`config.mk`:
```
export PLATFORM = sky130hd
export DESIGN_NAME = ldpc_hd_ctrl
export DESIGN_NICKNAME = d
export VERILOG_FILES = /design/src/ldpc_hd_pkg.sv /design/src/ldpc_hd_ctrl.sv
export SDC_FILE = /design/constraint.sdc
export NUM_CORES = 1
export LEC_CHECK = 0
export ABC_AREA = 1
export BUFFER_PORTS_ARGS = -buffer_cell sky130_fd_sc_hd__buf_4
export CAP_MARGIN = 20
export CORE_AREA = 2 2 39 41
export DETAILED_ROUTE_END_ITERATION = 16
export DIE_AREA = 0 0 41 43
export PLACE_DENSITY = 0.55
export SETUP_SLACK_MARGIN = 0.1
export SYNTH_ARGS = -nofsm -noshare
export SYNTH_HDL_FRONTEND = slang
export SYNTH_SLANG_ARGS = --single-unit
```
`constraint.sdc`:
```
create_clock -name clk -period 1.9 [get_ports clk]
set_clock_uncertainty 0.1 [all_clocks]
set_input_delay 0.095 -clock clk [delete_from_list [all_inputs] [get_ports clk]]
set_output_delay 0.095 -clock clk [all_outputs]
set_load 0.1 [all_outputs]
```
`src/ldpc_hd_pkg.sv`:
```
`timescale 1ns / 1ps
`default_nettype none
// ----------------------------------------------------------------------------
// ldpc_hd_pkg
// Shared types, codes and defaults of the hard-decision LDPC decoder.
// ----------------------------------------------------------------------------
package ldpc_hd_pkg;

  localparam int NUM_VARS_DEF   = 64;
  localparam int NUM_CHECKS_DEF = 32;

  localparam logic [3:0] LIMIT_RESET  = 4'd10;
  localparam logic [6:0] VCOUNT_RESET = 7'd64;
  localparam logic [5:0] CCOUNT_RESET = 6'd32;

  localparam logic [1:0] CMD_LOAD_ROW  = 2'd0;
  localparam logic [1:0] CMD_LOAD_WORD = 2'd1;
  localparam logic [1:0] CMD_DECODE    = 2'd2;

  localparam logic [1:0] REG_LIMIT  = 2'd0;
  localparam logic [1:0] REG_VCOUNT = 2'd1;
  localparam logic [1:0] REG_CCOUNT = 2'd2;

  typedef struct packed {
    logic [1:0]  cmd;
    logic [4:0]  check_row;
    logic [63:0] row_bits;
    logic [63:0] received_bits;
  } in_word_t;

  typedef struct packed {
    logic [5:0] bit_index;
    logic       decoded_bit;
    logic       converged;
    logic [3:0] iterations_used;
    logic       last;
  } out_word_t;

  typedef enum logic [2:0] {
    ST_IDLE,
    ST_PASS_RD,
    ST_PASS_WR,
    ST_PASS_END,
    ST_DECIDE,
    ST_EMIT
  } state_t;

  typedef struct packed {
    logic load_row;
    logic load_word;
    logic start;
    logic pass_init;
    logic rd_row;
    logic wr_row;
    logic pass_end;
    logic decide;
    logic emit_next;
  } ctrl_t;

  typedef struct packed {
    logic lim_zero;
    logic nc_zero;
    logic row_last;
    logic lim_reached;
    logic conv_hit;
    logic emit_last;
  } status_t;

endpackage
`default_nettype wire

```
`src/ldpc_hd_ctrl.sv`:
```
`timescale 1ns / 1ps
`default_nettype none
// ----------------------------------------------------------------------------
// ldpc_hd_ctrl
// Decode sequencer: row passes, decision steps and result emission.
// ----------------------------------------------------------------------------
module ldpc_hd_ctrl (
  input  wire logic                 clk,
  input  wire logic                 rst,
  input  wire logic                 in_valid,
  input  wire logic [1:0]           cmd,
  input  wire logic                 out_stall,
  input  wire ldpc_hd_pkg::status_t status,
  output logic                      in_stall,
  output logic                      out_valid,
  output ldpc_hd_pkg::ctrl_t        ctrl
);

  ldpc_hd_pkg::state_t state, state_next;
  logic in_acc, out_acc;

  assign in_acc  = in_valid && (state == ldpc_hd_pkg::ST_IDLE);
  assign out_acc = (state == ldpc_hd_pkg::ST_EMIT) && !out_stall;

  always_ff @(posedge clk) begin
    if (rst) begin
      state <= ldpc_hd_pkg::ST_IDLE;
    end else begin
      state <= state_next;
    end
  end

  always_comb begin
    state_next = state;
    case (state)
      ldpc_hd_pkg::ST_IDLE: begin
        if (in_acc && cmd == ldpc_hd_pkg::CMD_DECODE) begin
          if (status.lim_zero) state_next = ldpc_hd_pkg::ST_EMIT;
          else if (status.nc_zero) state_next = ldpc_hd_pkg::ST_PASS_END;
          else state_next = ldpc_hd_pkg::ST_PASS_RD;
        end
      end
      ldpc_hd_pkg::ST_PASS_RD: state_next = ldpc_hd_pkg::ST_PASS_WR;
      ldpc_hd_pkg::ST_PASS_WR: begin
        state_next = status.row_last ? ldpc_hd_pkg::ST_PASS_END : ldpc_hd_pkg::ST_PASS_RD;
      end
      ldpc_hd_pkg::ST_PASS_END: begin
        state_next = status.lim_reached ? ldpc_hd_pkg::ST_EMIT : ldpc_hd_pkg::ST_DECIDE;
      end
      ldpc_hd_pkg::ST_DECIDE: begin
        if (status.conv_hit) state_next = ldpc_hd_pkg::ST_EMIT;
        else if (status.nc_zero) state_next = ldpc_hd_pkg::ST_PASS_END;
        else state_next = ldpc_hd_pkg::ST_PASS_RD;
      end
      ldpc_hd_pkg::ST_EMIT: begin
        if (out_acc && status.emit_last) state_next = ldpc_hd_pkg::ST_IDLE;
      end
      default: state_next = ldpc_hd_pkg::ST_IDLE;
    endcase
  end

  always_comb begin
    ctrl      = '0;
    in_stall  = (state != ldpc_hd_pkg::ST_IDLE);
    out_valid = (state == ldpc_hd_pkg::ST_EMIT);
    case (state)
      ldpc_hd_pkg::ST_IDLE: begin
        ctrl.load_row  = in_acc && (cmd == ldpc_hd_pkg::CMD_LOAD_ROW);
        ctrl.load_word = in_acc && (cmd == ldpc_hd_pkg::CMD_LOAD_WORD);
        ctrl.start     = in_acc && (cmd == ldpc_hd_pkg::CMD_DECODE);
        ctrl.pass_init = ctrl.start;
      end
      ldpc_hd_pkg::ST_PASS_RD:  ctrl.rd_row   = 1'b1;
      ldpc_hd_pkg::ST_PASS_WR:  ctrl.wr_row   = 1'b1;
      ldpc_hd_pkg::ST_PASS_END: ctrl.pass_end = 1'b1;
      ldpc_hd_pkg::ST_DECIDE: begin
        ctrl.decide    = 1'b1;
        ctrl.pass_init = !status.conv_hit;
      end
      ldpc_hd_pkg::ST_EMIT: ctrl.emit_next = out_acc;
      default: ctrl = '0;
    endcase
  end

endmodule
`default_nettype wire

```
==> results of run 1 <==
-- area by class of cell --
cell class / count / area share, %
inverter: 13 / 8.460
sequential: 3 / 10.63
clock buffer: 4 / 4.555
tap: 16 / 3.471
multi-input combinational: 36 / 37.74
timing repair buffer: 25 / 35.14
-- power breakdown --
| group | switching (W) | internal, W | total, W |
|---|---|---|---|
| sequential | 0.0000392 | 0.0000856 | 0.000125 |
| clock | 0.0000329 | 0.0000787 | 0.000112 |
| combinational | 0.000613 | 0.000228 | 0.000841 |
| total | 0.000685 | 0.000392 | 0.00108 |
-- per-layer routing --
metal	vias to the layer above	track usage [%]	wire length [um]
met5	-	0	0
met4	0	6.000	0
met3	0	4.712	66
met2	14	13.44	379
met1	161	14.42	429
li1	220	-	-
-- kinds of logic after synthesis --
| logic type | Yosys count | share of synthesized area (%) |
|---|---|---|
| simple gates | 31 | 52.79 |
| compound gates | 5 | 9.869 |
| buf+inv | 13 | 16.74 |
| flops | 3 | 20.60 |
-- worst max-delay path, delay by kind of cell, from the launching register on --
kind	cells	cell delay, ns
flip-flops	1	0.35
AND/OR/NAND/NOR	4	0.61
buffers and inverters	2	0.31
-- cells in the final DEF (no fill, tap or decap), drive strengths merged --
cell,synthesis,final
a21oi,4,4
buf,0,24
clkbuf,0,4
dfxtp,3,3
dlygate4sd3,0,1
inv,13,13
nand2,11,11
nand3,6,6
nand4,2,2
nor2,10,10
nor3,2,2
o21ai,1,1
-- stage by stage --
step	cell area, um2	power [W]	hold WS [ns]	std cells	worst slack [ns]
after floorplan	326.6	0.0007788	0.06407	52	-0.2001
after global placement	511.7	0.0009220	0.1737	90	0.3884
after detailed placement	511.7	0.0009246	0.1750	90	0.3680
after CTS	548.0	0.001045	0.1115	95	0.1137
after global routing	576.8	0.001147	0.1286	97	0.1183
final	576.8	0.001077	0.1087	97	0.2075
-- worst min-delay path by stage --
stage                                  endpoint      start  cells past startpoint
after CTS                 state[1]$_SDFFE_PP0P_  status[4]                      5
final                     state[1]$_SDFFE_PP0P_  status[4]                      5
after detailed placement  state[2]$_SDFFE_PP0P_        rst                      2
after global placement    state[2]$_SDFFE_PP0P_        rst                      2
after global routing      state[1]$_SDFFE_PP0P_  status[4]                      5
after floorplan           state[0]$_SDFFE_PP0P_        rst                      1
-- timing repair --
| action | 4_1_cts | 5_1_grt |
|---|---|---|
| gates resized for setup | 0 | 4 |
| endpoints found under the setup margin | 0 | 1 |
| setup buffers | 0 | 2 |
| endpoints found under the hold margin | 3 | 0 |
| hold buffers | 1 | 0 |
==> flow_metrics.env, run 1 <==
export IMPL_cts_tree="built"
export IMPL_flip_flop_count_of_the_largest_register_all_copies_and_words_added=3
export IMPL_worst_r2r_setup_slack_ns=0.57
export IMPL_cpMaxStageDelayCell="sky130_fd_sc_hd__dfxtp_2"
export IMPL_largest_registers="state (3)"
export IMPL_post_synth_inst_count=52
export IMPL_drt_initial_drc_count=7
export IMPL_postRouteAntennaNets=0
export IMPL_yosys_register_bits=3
export IMPL_wire_length_per_cell_um=9.031
export IMPL_io_buffers=22
export IMPL_relSlewSlack_pct=82.03
export IMPL_synthesis_area_um2=291.5
export IMPL_clkSlewWorstSetupHoldPaths_ns=0.03
export IMPL_crit_path_cell_trace="nor2_4 > nand2_8 > nor2_1 > inv_1 > nor3_4 > buf_12"
export IMPL_total_die_area_um2=1763
export IMPL_worstSetupStartpointType="flip-flop"
export IMPL_biggest_cell_delay_along_the_critical_path_ns=0.35
export IMPL_synth_cell_type_count=15
export IMPL_clock_root_buffer="sky130_fd_sc_hd__clkbuf_4"
export IMPL_outcome="finished clean"
export IMPL_regToRegStartpoint="state[1]$_SDFFE_PP0P_"
export IMPL_number_of_buffers_created_by_cts=3
export IMPL_cp_end_kind="output port"
export IMPL_gp_congestion=0.6660
export IMPL_postSynthNetCount=64
export IMPL_cts_buffer_depth=2
export IMPL_clk_insertion_delay_late_ns=0.23
export IMPL_finalWorstPathRequiredPeriod_ns=1.692
export IMPL_netlist_top_cells_area="sky130_fd_sc_hd__dfxtp_1 (21%), sky130_fd_sc_hd__inv_1 (14%), sky130_fd_sc_hd__nand2_1 (12%)"
export IMPL_synth_common_cells="sky130_fd_sc_hd__inv_1 (11), sky130_fd_sc_hd__nand2_1 (9), sky130_fd_sc_hd__nor2_1 (7), sky130_fd_sc_hd__nand3_1 (6)"
export IMPL_worst_voltage_drop_across_the_vdd_grid_mv=0.7246
export IMPL_synth_flop_cell="sky130_fd_sc_hd__dfxtp_1"
export IMPL_fin_crit_sh_pct=89.08
export IMPL_pwr_density_cell_nw_per_um2=1868
export IMPL_timing_max_cap_violations=0
export IMPL_grt_pass1_vias=309
export IMPL_worst_hold_path_type="in2reg"
export IMPL_largest_register="state"
export IMPL_crit_path_max_fanout=6
export IMPL_grt_overflow_total=0
export IMPL_ys_async_sr_fraction_pct=0
export IMPL_finalWirelength_um=876
export IMPL_multi_input_area_um2=217.7
export IMPL_static_leakage_power_nw=0.3315
export IMPL_timing_setup_tns_ns=0
export IMPL_rr_endpoint="state[1]$_SDFFE_PP0P_"
export IMPL_synth_edf_count=0
export IMPL_grt_total_usage_pct=10.63
export IMPL_route_detailed_vias_per_inst=4.072
export IMPL_sequential_cell_area_um2=61.31
export IMPL_p_r_area_growth_vs_syn_pct=97.85
export IMPL_timing_hold_violations_final=0
export IMPL_design_core_area_um2=1384
export IMPL_layout_nets=94
export IMPL_post_route_drc_count=0
export IMPL_grt_start_max_net_pins=7
export IMPL_setup_worst_path_class="reg2out"
export IMPL_die_w_um=41
export IMPL_post_synth_top_count_cell="sky130_fd_sc_hd__inv_1"
export IMPL_drive_above_1_share_pct=49.38
export IMPL_clock_fmax_mhz=590.8
export IMPL_synth_sequential_area_ratio_pct=20.60
export IMPL_slew_violations=0
export IMPL_worst_slew_pin_transition_ns=0.2692
export IMPL_io_pins=23
export IMPL_rsz_0062_raised_after_global_routing="false"
export IMPL_synthesis_area_per_instance_um2=5.606
export IMPL_worstSetupStartpoint="state[1]$_SDFFE_PP0P_"
export IMPL_finalSetupViolCount=0
export IMPL_first_pass_grt_wire_length_um=1235
export IMPL_crit_arrival_ns=1.50
export IMPL_yosys_area_top_type="sky130_fd_sc_hd__dfxtp_1"
export IMPL_nFillCells=162
export IMPL_worstRegToRegCells=8
export IMPL_crit_end="ctrl[8]"
export IMPL_htree_num_levels=1
export IMPL_proportion_of_netlist_area_held_by_the_largest_area_contributor_pct=20.60
export IMPL_dieHeight_um=43
export IMPL_clock_sinks=3
export IMPL_synth_yosys_warnings=0
export IMPL_cp_required_ns=1.70
export IMPL_firstDrtPassIters=3
export IMPL_fin_util_pct=41.68
export IMPL_row_count=14
export IMPL_vias=395
export IMPL_number_of_antenna_violations_at_the_first_check_in_global_routing=0
export IMPL_initial_cell_density_of_the_core_pct=21.07
export IMPL_detailedPlacementHpwl_um=715.6
export IMPL_antenna_diode_count=0
No activity file was read; power rests on OpenSTA's default activity.
==> run 2, diff against run 1 <==
- CTS_BUF_LIST: not set -> sky130_fd_sc_hd__clkbuf_4 sky130_fd_sc_hd__clkbuf_8
==> run 2 against run 1 <==
Clock power up 13%. Maximum frequency barely moved. Worst hold slack worse by 0.0013 ns. Final cell count unchanged. Critical path type unchanged. Clock-buffer cell count stayed put. Final area rose by 0.65%. Power rose by 1.4%. Core utilization grew 0.27 points. Sequential share of layout area down 0.069 points. Combinational power barely moved. Die area unchanged. Highest routed layer unchanged. Flip-flop and latch count stayed put.
==> flow_metrics.env, run 2 (synthesized netlist as in run 1, its figures left out) <==
export IMPL_outcome="finished clean"
export IMPL_detailedPlacementHpwl_um=715.6
export IMPL_fin_crit_sh_pct=89.15
export IMPL_cpLargestDelayFamily="simple AND/OR/NAND/NOR gates"
export IMPL_p_sw_share_pct=62.78
export IMPL_layout_nets=94
export IMPL_relSlewSlack_pct=82.03
export IMPL_largest_registers="state (3)"
export IMPL_route_detailed_vias_per_inst=4.072
export IMPL_cp_required_ns=1.70
export IMPL_clkSlewWorstSetupHoldPaths_ns=0.04
export IMPL_clock_root_buffer="sky130_fd_sc_hd__clkbuf_4"
export IMPL_post_layout_total_power_w=0.001092
export IMPL_firstDrtPassIters=3
export IMPL_row_count=14
export IMPL_vias=395
export IMPL_grt_pass1_vias=310
export IMPL_number_of_antenna_violations_at_the_first_check_in_global_routing=0
export IMPL_die_w_um=41
export IMPL_cp_end_kind="output port"
export IMPL_cts_buffer_depth=2
export IMPL_layout_cells_non_filler=97
export IMPL_first_pass_grt_wire_length_um=1248
export IMPL_worstPathBufferInverterCount=2
export IMPL_finalSetupViolCount=0
export IMPL_clock_sinks=3
export IMPL_p_r_area_growth_vs_syn_pct=99.14
export IMPL_setup_worst_path_class="reg2out"
export IMPL_rsz_0062_raised_after_global_routing="false"
export IMPL_worst_path_setup_slack_after_routing_ns=0.2062
export IMPL_mostFrequentLayoutCell="sky130_fd_sc_hd__buf_4"
export IMPL_timing_hold_violations_final=0
export IMPL_grt_start_max_net_pins=7
export IMPL_clk_insertion_delay_late_ns=0.23
export IMPL_wire_length_per_cell_um=9.052
export IMPL_cpMaxStageDelayCell="sky130_fd_sc_hd__dfxtp_2"
export IMPL_grt_total_usage_pct=10.93
export IMPL_clock_power_share_pct=11.6
export IMPL_crit_path_max_fanout=6
export IMPL_biggest_cell_delay_along_the_critical_path_ns=0.35
export IMPL_crit_arrival_ns=1.50
export IMPL_worst_voltage_drop_across_the_vdd_grid_mv=0.7313
export IMPL_finalWorstPathRequiredPeriod_ns=1.694
export IMPL_static_leakage_power_nw=0.3350
export IMPL_switchingPower_w=0.0006857
export IMPL_drt_initial_drc_count=7
export IMPL_worst_hold_path_type="in2reg"
export IMPL_number_of_buffers_created_by_cts=3
export IMPL_htree_num_levels=1
export IMPL_pwr_density_cell_nw_per_um2=1882
export IMPL_grt_overflow_total=0
export IMPL_slew_violations=0
export IMPL_postRouteAntennaNets=0
export IMPL_gp_congestion=0.6660
export IMPL_dpl_worst_slack_ns=0.3680
export IMPL_finalWirelength_um=878
export IMPL_pwr_share_comb_pct=77.0
export IMPL_dieHeight_um=43
export IMPL_largest_register="state"
export IMPL_placed_cells_incl_taps=90
export IMPL_post_route_drc_count=0
export IMPL_antenna_diode_count=0
export IMPL_timing_max_cap_violations=0
export IMPL_dpl_cell_area_um2=511.7
export IMPL_worst_slew_pin_transition_ns=0.2692
export IMPL_design_core_area_um2=1384
export IMPL_flip_flop_count_of_the_largest_register_all_copies_and_words_added=3
export IMPL_cts_tree="built"
export IMPL_crit_path_cell_trace="nor2_4 > nand2_8 > nor2_1 > inv_1 > nor3_4 > buf_12"
export IMPL_io_pins=23
export IMPL_io_buffers=22
export IMPL_drive_above_1_share_pct=50.62
export IMPL_layout_common_cells="sky130_fd_sc_hd__buf_4 (23), sky130_fd_sc_hd__inv_1 (11), sky130_fd_sc_hd__nand2_1 (9)"
export IMPL_design_area_um2=580.6
export IMPL_intPower_w=0.0004066
export IMPL_clock_fmax_mhz=590.4
export IMPL_seq_pwr_share_pct=11.4
export IMPL_worstSetupStartpointType="flip-flop"
export IMPL_timing_setup_tns_ns=0
export IMPL_initial_cell_density_of_the_core_pct=21.07
export IMPL_total_die_area_um2=1763
==> run 2: cell counts in the layout (fill, tap and decap cells not counted) <==
Identical to the previous run, type by type.
==> run 2: worst paths after layout <==
check | from | endpoint | cells past startpoint | slack, ns
min | status[4] | state[1]$_SDFFE_PP0P_ | 5 | 0.11
max | state[1]$_SDFFE_PP0P_ | ctrl[8] | 6 | 0.21
max reg2reg | state[1]$_SDFFE_PP0P_ | state[1]$_SDFFE_PP0P_ | 8 | 0.57
min reg2reg | state[1]$_SDFFE_PP0P_ | state[0]$_SDFFE_PP0P_ | 4 | 0.60
==> run 2: power by group through the flow <==
| stage | Clock [W] | Combinational, W | Sequential, W |
|---|---|---|---|
| final | 0.000127 | 0.000841 | 0.000125 |
| after global routing | 0.000142 | 0.000890 | 0.000130 |
| after CTS | 0.000134 | 0.000804 | 0.000122 |
| after detailed placement | 0 | 0.000802 | 0.000123 |
| after global placement | 0 | 0.000801 | 0.000121 |
| after floorplan | 0 | 0.000661 | 0.000117 |
==> run 2: tightest hold or removal path, delay by kind of cell <==
kind	cells	cell delay, ns
AND/OR/NAND/NOR	4	0.19
buffers and inverters	1	0.11
==> run 2: layout make-up <==
| type | count | area (um2) |
|---|---|---|
| tap | 16 | 20.02 |
| sequential | 3 | 61.31 |
| fill | 162 | 803.3 |
| multi-input combinational | 36 | 217.7 |
| inverter | 13 | 48.80 |
| clock buffer | 4 | 30.03 |
| timing repair buffer | 25 | 202.7 |
==> run 2: metrics by stage <==
stage | hold slack (ns) | util [%]
detailed placement | 0.1750 | 36.98
floorplan | 0.06407 | -
finish | 0.1073 | 41.95
global placement | 0.1737 | 36.98
global route | 0.1272 | 41.95
CTS | 0.1090 | 39.87
==> run 2: per-layer routing <==
| metal | vias up | wire length, um | track usage, % |
|---|---|---|---|
| met5 | - | 0 | 0 |
| met2 | 14 | 382 | 13.44 |
| li1 | 220 | - | - |
| met3 | 0 | 66 | 4.712 |
| met4 | 0 | 0 | 8.000 |
| met1 | 161 | 429 | 14.42 |
==> run 2: what timing repair did <==
item,CTS,global route
endpoints found under the hold margin,3,0
resized for setup,0,4
setup buffers,0,2
setup endpoints to repair,0,1
hold buffers,1,0
==> run 3, diff against run 2 <==
- BUFFER_PORTS_ARGS: -buffer_cell sky130_fd_sc_hd__buf_4 -> -buffer_cell sky130_fd_sc_hd__buf_2
- CORE_AREA: 2 2 39 41 -> 8 8 45 47
- DIE_AREA: 0 0 41 43 -> 0 0 53 55
==> run 3 against run 2 <==
First-iteration DRC count up 14%. Final cell count is 1.0% lower. Worst hold slack worse by 0.014 ns. Routed wire length increased by 6.8%. Via count increased by 2.3%. Maximum frequency grew 0.58%. Core utilization shrank 3.8 points. Critical path type unchanged. Sequential share of layout area rose by 1.1 points. Clock power up 3%. Sequential power about the same. Largest power group unchanged.
==> flow_metrics.env, run 3 (synthesized netlist as in run 1, its figures left out) <==
export IMPL_outcome="finished clean"
export IMPL_firstDrtPassIters=4
export IMPL_regToRegStartpoint="state[0]$_SDFFE_PP0P_"
export IMPL_mostFrequentLayoutCell="sky130_fd_sc_hd__buf_2"
export IMPL_grt_total_usage_pct=6.885
export IMPL_cts_buffer_depth=2
export IMPL_largest_registers="state (3)"
export IMPL_dieHeight_um=55
export IMPL_io_pins=23
export IMPL_worstRegToRegCells=8
export IMPL_finalWorstPathRequiredPeriod_ns=1.684
export IMPL_worst_r2r_setup_slack_ns=0.61
export IMPL_cpMaxStageDelayCell="sky130_fd_sc_hd__dfxtp_1"
export IMPL_clkSlewWorstSetupHoldPaths_ns=0.04
export IMPL_drt_initial_drc_count=8
export IMPL_clock_fmax_mhz=593.8
export IMPL_number_of_buffers_created_by_cts=3
export IMPL_cp_end_kind="output port"
export IMPL_post_layout_total_power_w=0.001048
export IMPL_biggest_cell_delay_along_the_critical_path_ns=0.35
export IMPL_hold_end="state[1]$_SDFFE_PP0P_"
export IMPL_cp_required_ns=1.70
export IMPL_layout_common_cells="sky130_fd_sc_hd__buf_2 (18), sky130_fd_sc_hd__inv_1 (11), sky130_fd_sc_hd__nand2_1 (9)"
export IMPL_vias=404
export IMPL_route_detailed_vias_per_inst=4.208
export IMPL_layout_nets=93
export IMPL_clk_insertion_delay_late_ns=0.24
export IMPL_setup_worst_path_class="reg2out"
export IMPL_slew_violations=0
export IMPL_clock_root_buffer="sky130_fd_sc_hd__clkbuf_4"
export IMPL_rsz_0062_raised_after_global_routing="false"
export IMPL_crit_path_max_fanout=5
export IMPL_total_die_area_um2=2915
export IMPL_fin_crit_sh_pct=88.63
export IMPL_htree_num_levels=1
export IMPL_nFillCells=156
export IMPL_grt_overflow_total=0
export IMPL_io_buffers=22
export IMPL_worst_voltage_drop_across_the_vdd_grid_mv=0.9561
export IMPL_finalWirelength_um=938
export IMPL_worstSetupStartpoint="state[0]$_SDFFE_PP0P_"
export IMPL_first_pass_grt_wire_length_um=1497
export IMPL_postRouteAntennaNets=0
export IMPL_drive_above_1_share_pct=50.00
export IMPL_dpl_cell_area_um2=471.7
export IMPL_row_count=14
export IMPL_timing_hold_violations_final=0
export IMPL_number_of_antenna_violations_at_the_first_check_in_global_routing=0
export IMPL_p_r_area_growth_vs_syn_pct=81.12
export IMPL_die_w_um=53
export IMPL_worstSetupStartpointType="flip-flop"
export IMPL_finalSetupViolCount=0
export IMPL_relSlewSlack_pct=67.29
export IMPL_fin_util_pct=38.16
export IMPL_pwr_density_cell_nw_per_um2=1984
export IMPL_post_route_drc_count=0
export IMPL_crit_arrival_ns=1.49
export IMPL_design_core_area_um2=1384
export IMPL_cpLargestDelayFamily="simple AND/OR/NAND/NOR gates"
export IMPL_cts_tree="built"
export IMPL_initial_cell_density_of_the_core_pct=21.07
export IMPL_antenna_diode_count=0
export IMPL_grt_start_max_net_pins=7
export IMPL_rr_endpoint="state[1]$_SDFFE_PP0P_"
export IMPL_detailedPlacementHpwl_um=816.4
export IMPL_grt_pass1_vias=384
export IMPL_gp_congestion=0.7476
export IMPL_worst_hold_startpoint="status[4]"
export IMPL_min_delay_path_depth=5
export IMPL_static_leakage_power_nw=0.3201
export IMPL_worstPathBufferInverterCount=2
export IMPL_clock_sinks=3
export IMPL_flip_flop_count_of_the_largest_register_all_copies_and_words_added=3
export IMPL_timing_max_cap_violations=0
export IMPL_crit_path_cell_trace="nor2_4 > nand2_8 > nor2_1 > inv_1 > nor3_4 > buf_12"
export IMPL_largest_register="state"
export IMPL_worst_hold_path_type="in2reg"
export IMPL_wire_length_per_cell_um=9.771
export IMPL_worst_slew_pin_transition_ns=0.4940
export IMPL_design_area_um2=528.0
[run 3: stage by stage]
| stage | cells | hold WS [ns] | TNS [ns] | worst slack, ns |
|---|---|---|---|---|
| 6_report | 96 | 0.09343 | 0 | 0.2160 |
| 5_1_grt | 96 | 0.1214 | 0 | 0.1015 |
| 4_1_cts | 95 | 0.09379 | 0 | 0.1189 |
| 3_5_place_dp | 90 | 0.1860 | 0 | 0.3178 |
| 3_3_place_gp | 90 | 0.1892 | 0 | 0.3482 |
| 2_1_floorplan | 52 | 0.06407 | -0.2704 | -0.2001 |
[run 3: worst reg2reg max path, delay by kind of cell, from the launching register on]
family / cells / cell delay (ns)
buffers and inverters: 1 / 0.15
DFF: 1 / 0.35
AOI/OAI and AO/OA: 1 / 0.10
and+or+nand+nor: 6 / 0.52
[run 3: per-layer routing]
| layer | wire (um) | GRT usage, % |
|---|---|---|
| met1 | 387 | 8.055 |
| met2 | 431 | 10.35 |
| met3 | 119 | 3.743 |
| met4 | 0 | 2.586 |
| met5 | 0 | 0 |
[run 3: timing repair]
action                                  in CTS  in global routing
hold endpoints to repair                     3                  0
hold buffers                                 1                  0
endpoints found under the setup margin       1                  4
setup buffers                                0                  1
pin swaps                                    0                  1
resized for setup                            1                  3
[run 3: how the worst max path moves through the flow]
stage / endpoint / slack [ns] / cells past startpoint
global placement: ctrl[7] / 0.35 / 6
global route: ctrl[8] / 0.10 / 6
finish: ctrl[8] / 0.22 / 6
CTS: ctrl[5] / 0.12 / 6
detailed placement: ctrl[7] / 0.32 / 6
floorplan: state[1]$_SDFFE_PP0P_ / -0.20 / 6
[run 3: final cells by class]
class	count	area (um2)	share of cell area [%]
clock buffer	4	30.03	5.687
inverter	13	48.80	9.242
sequential	3	61.31	11.61
tap	16	20.02	3.791
multi-input combinational	36	217.7	41.23
timing repair buffer	24	150.1	28.44
[run 3: report_power, final]
part | leakage [nW] | internal, W | switching (W)
registers | 0.0250 | 0.0000856 | 0.0000378
logic | 0.277 | 0.000183 | 0.000611
clock network | 0.0184 | 0.0000932 | 0.0000373
total | 0.320 | 0.000362 | 0.000686
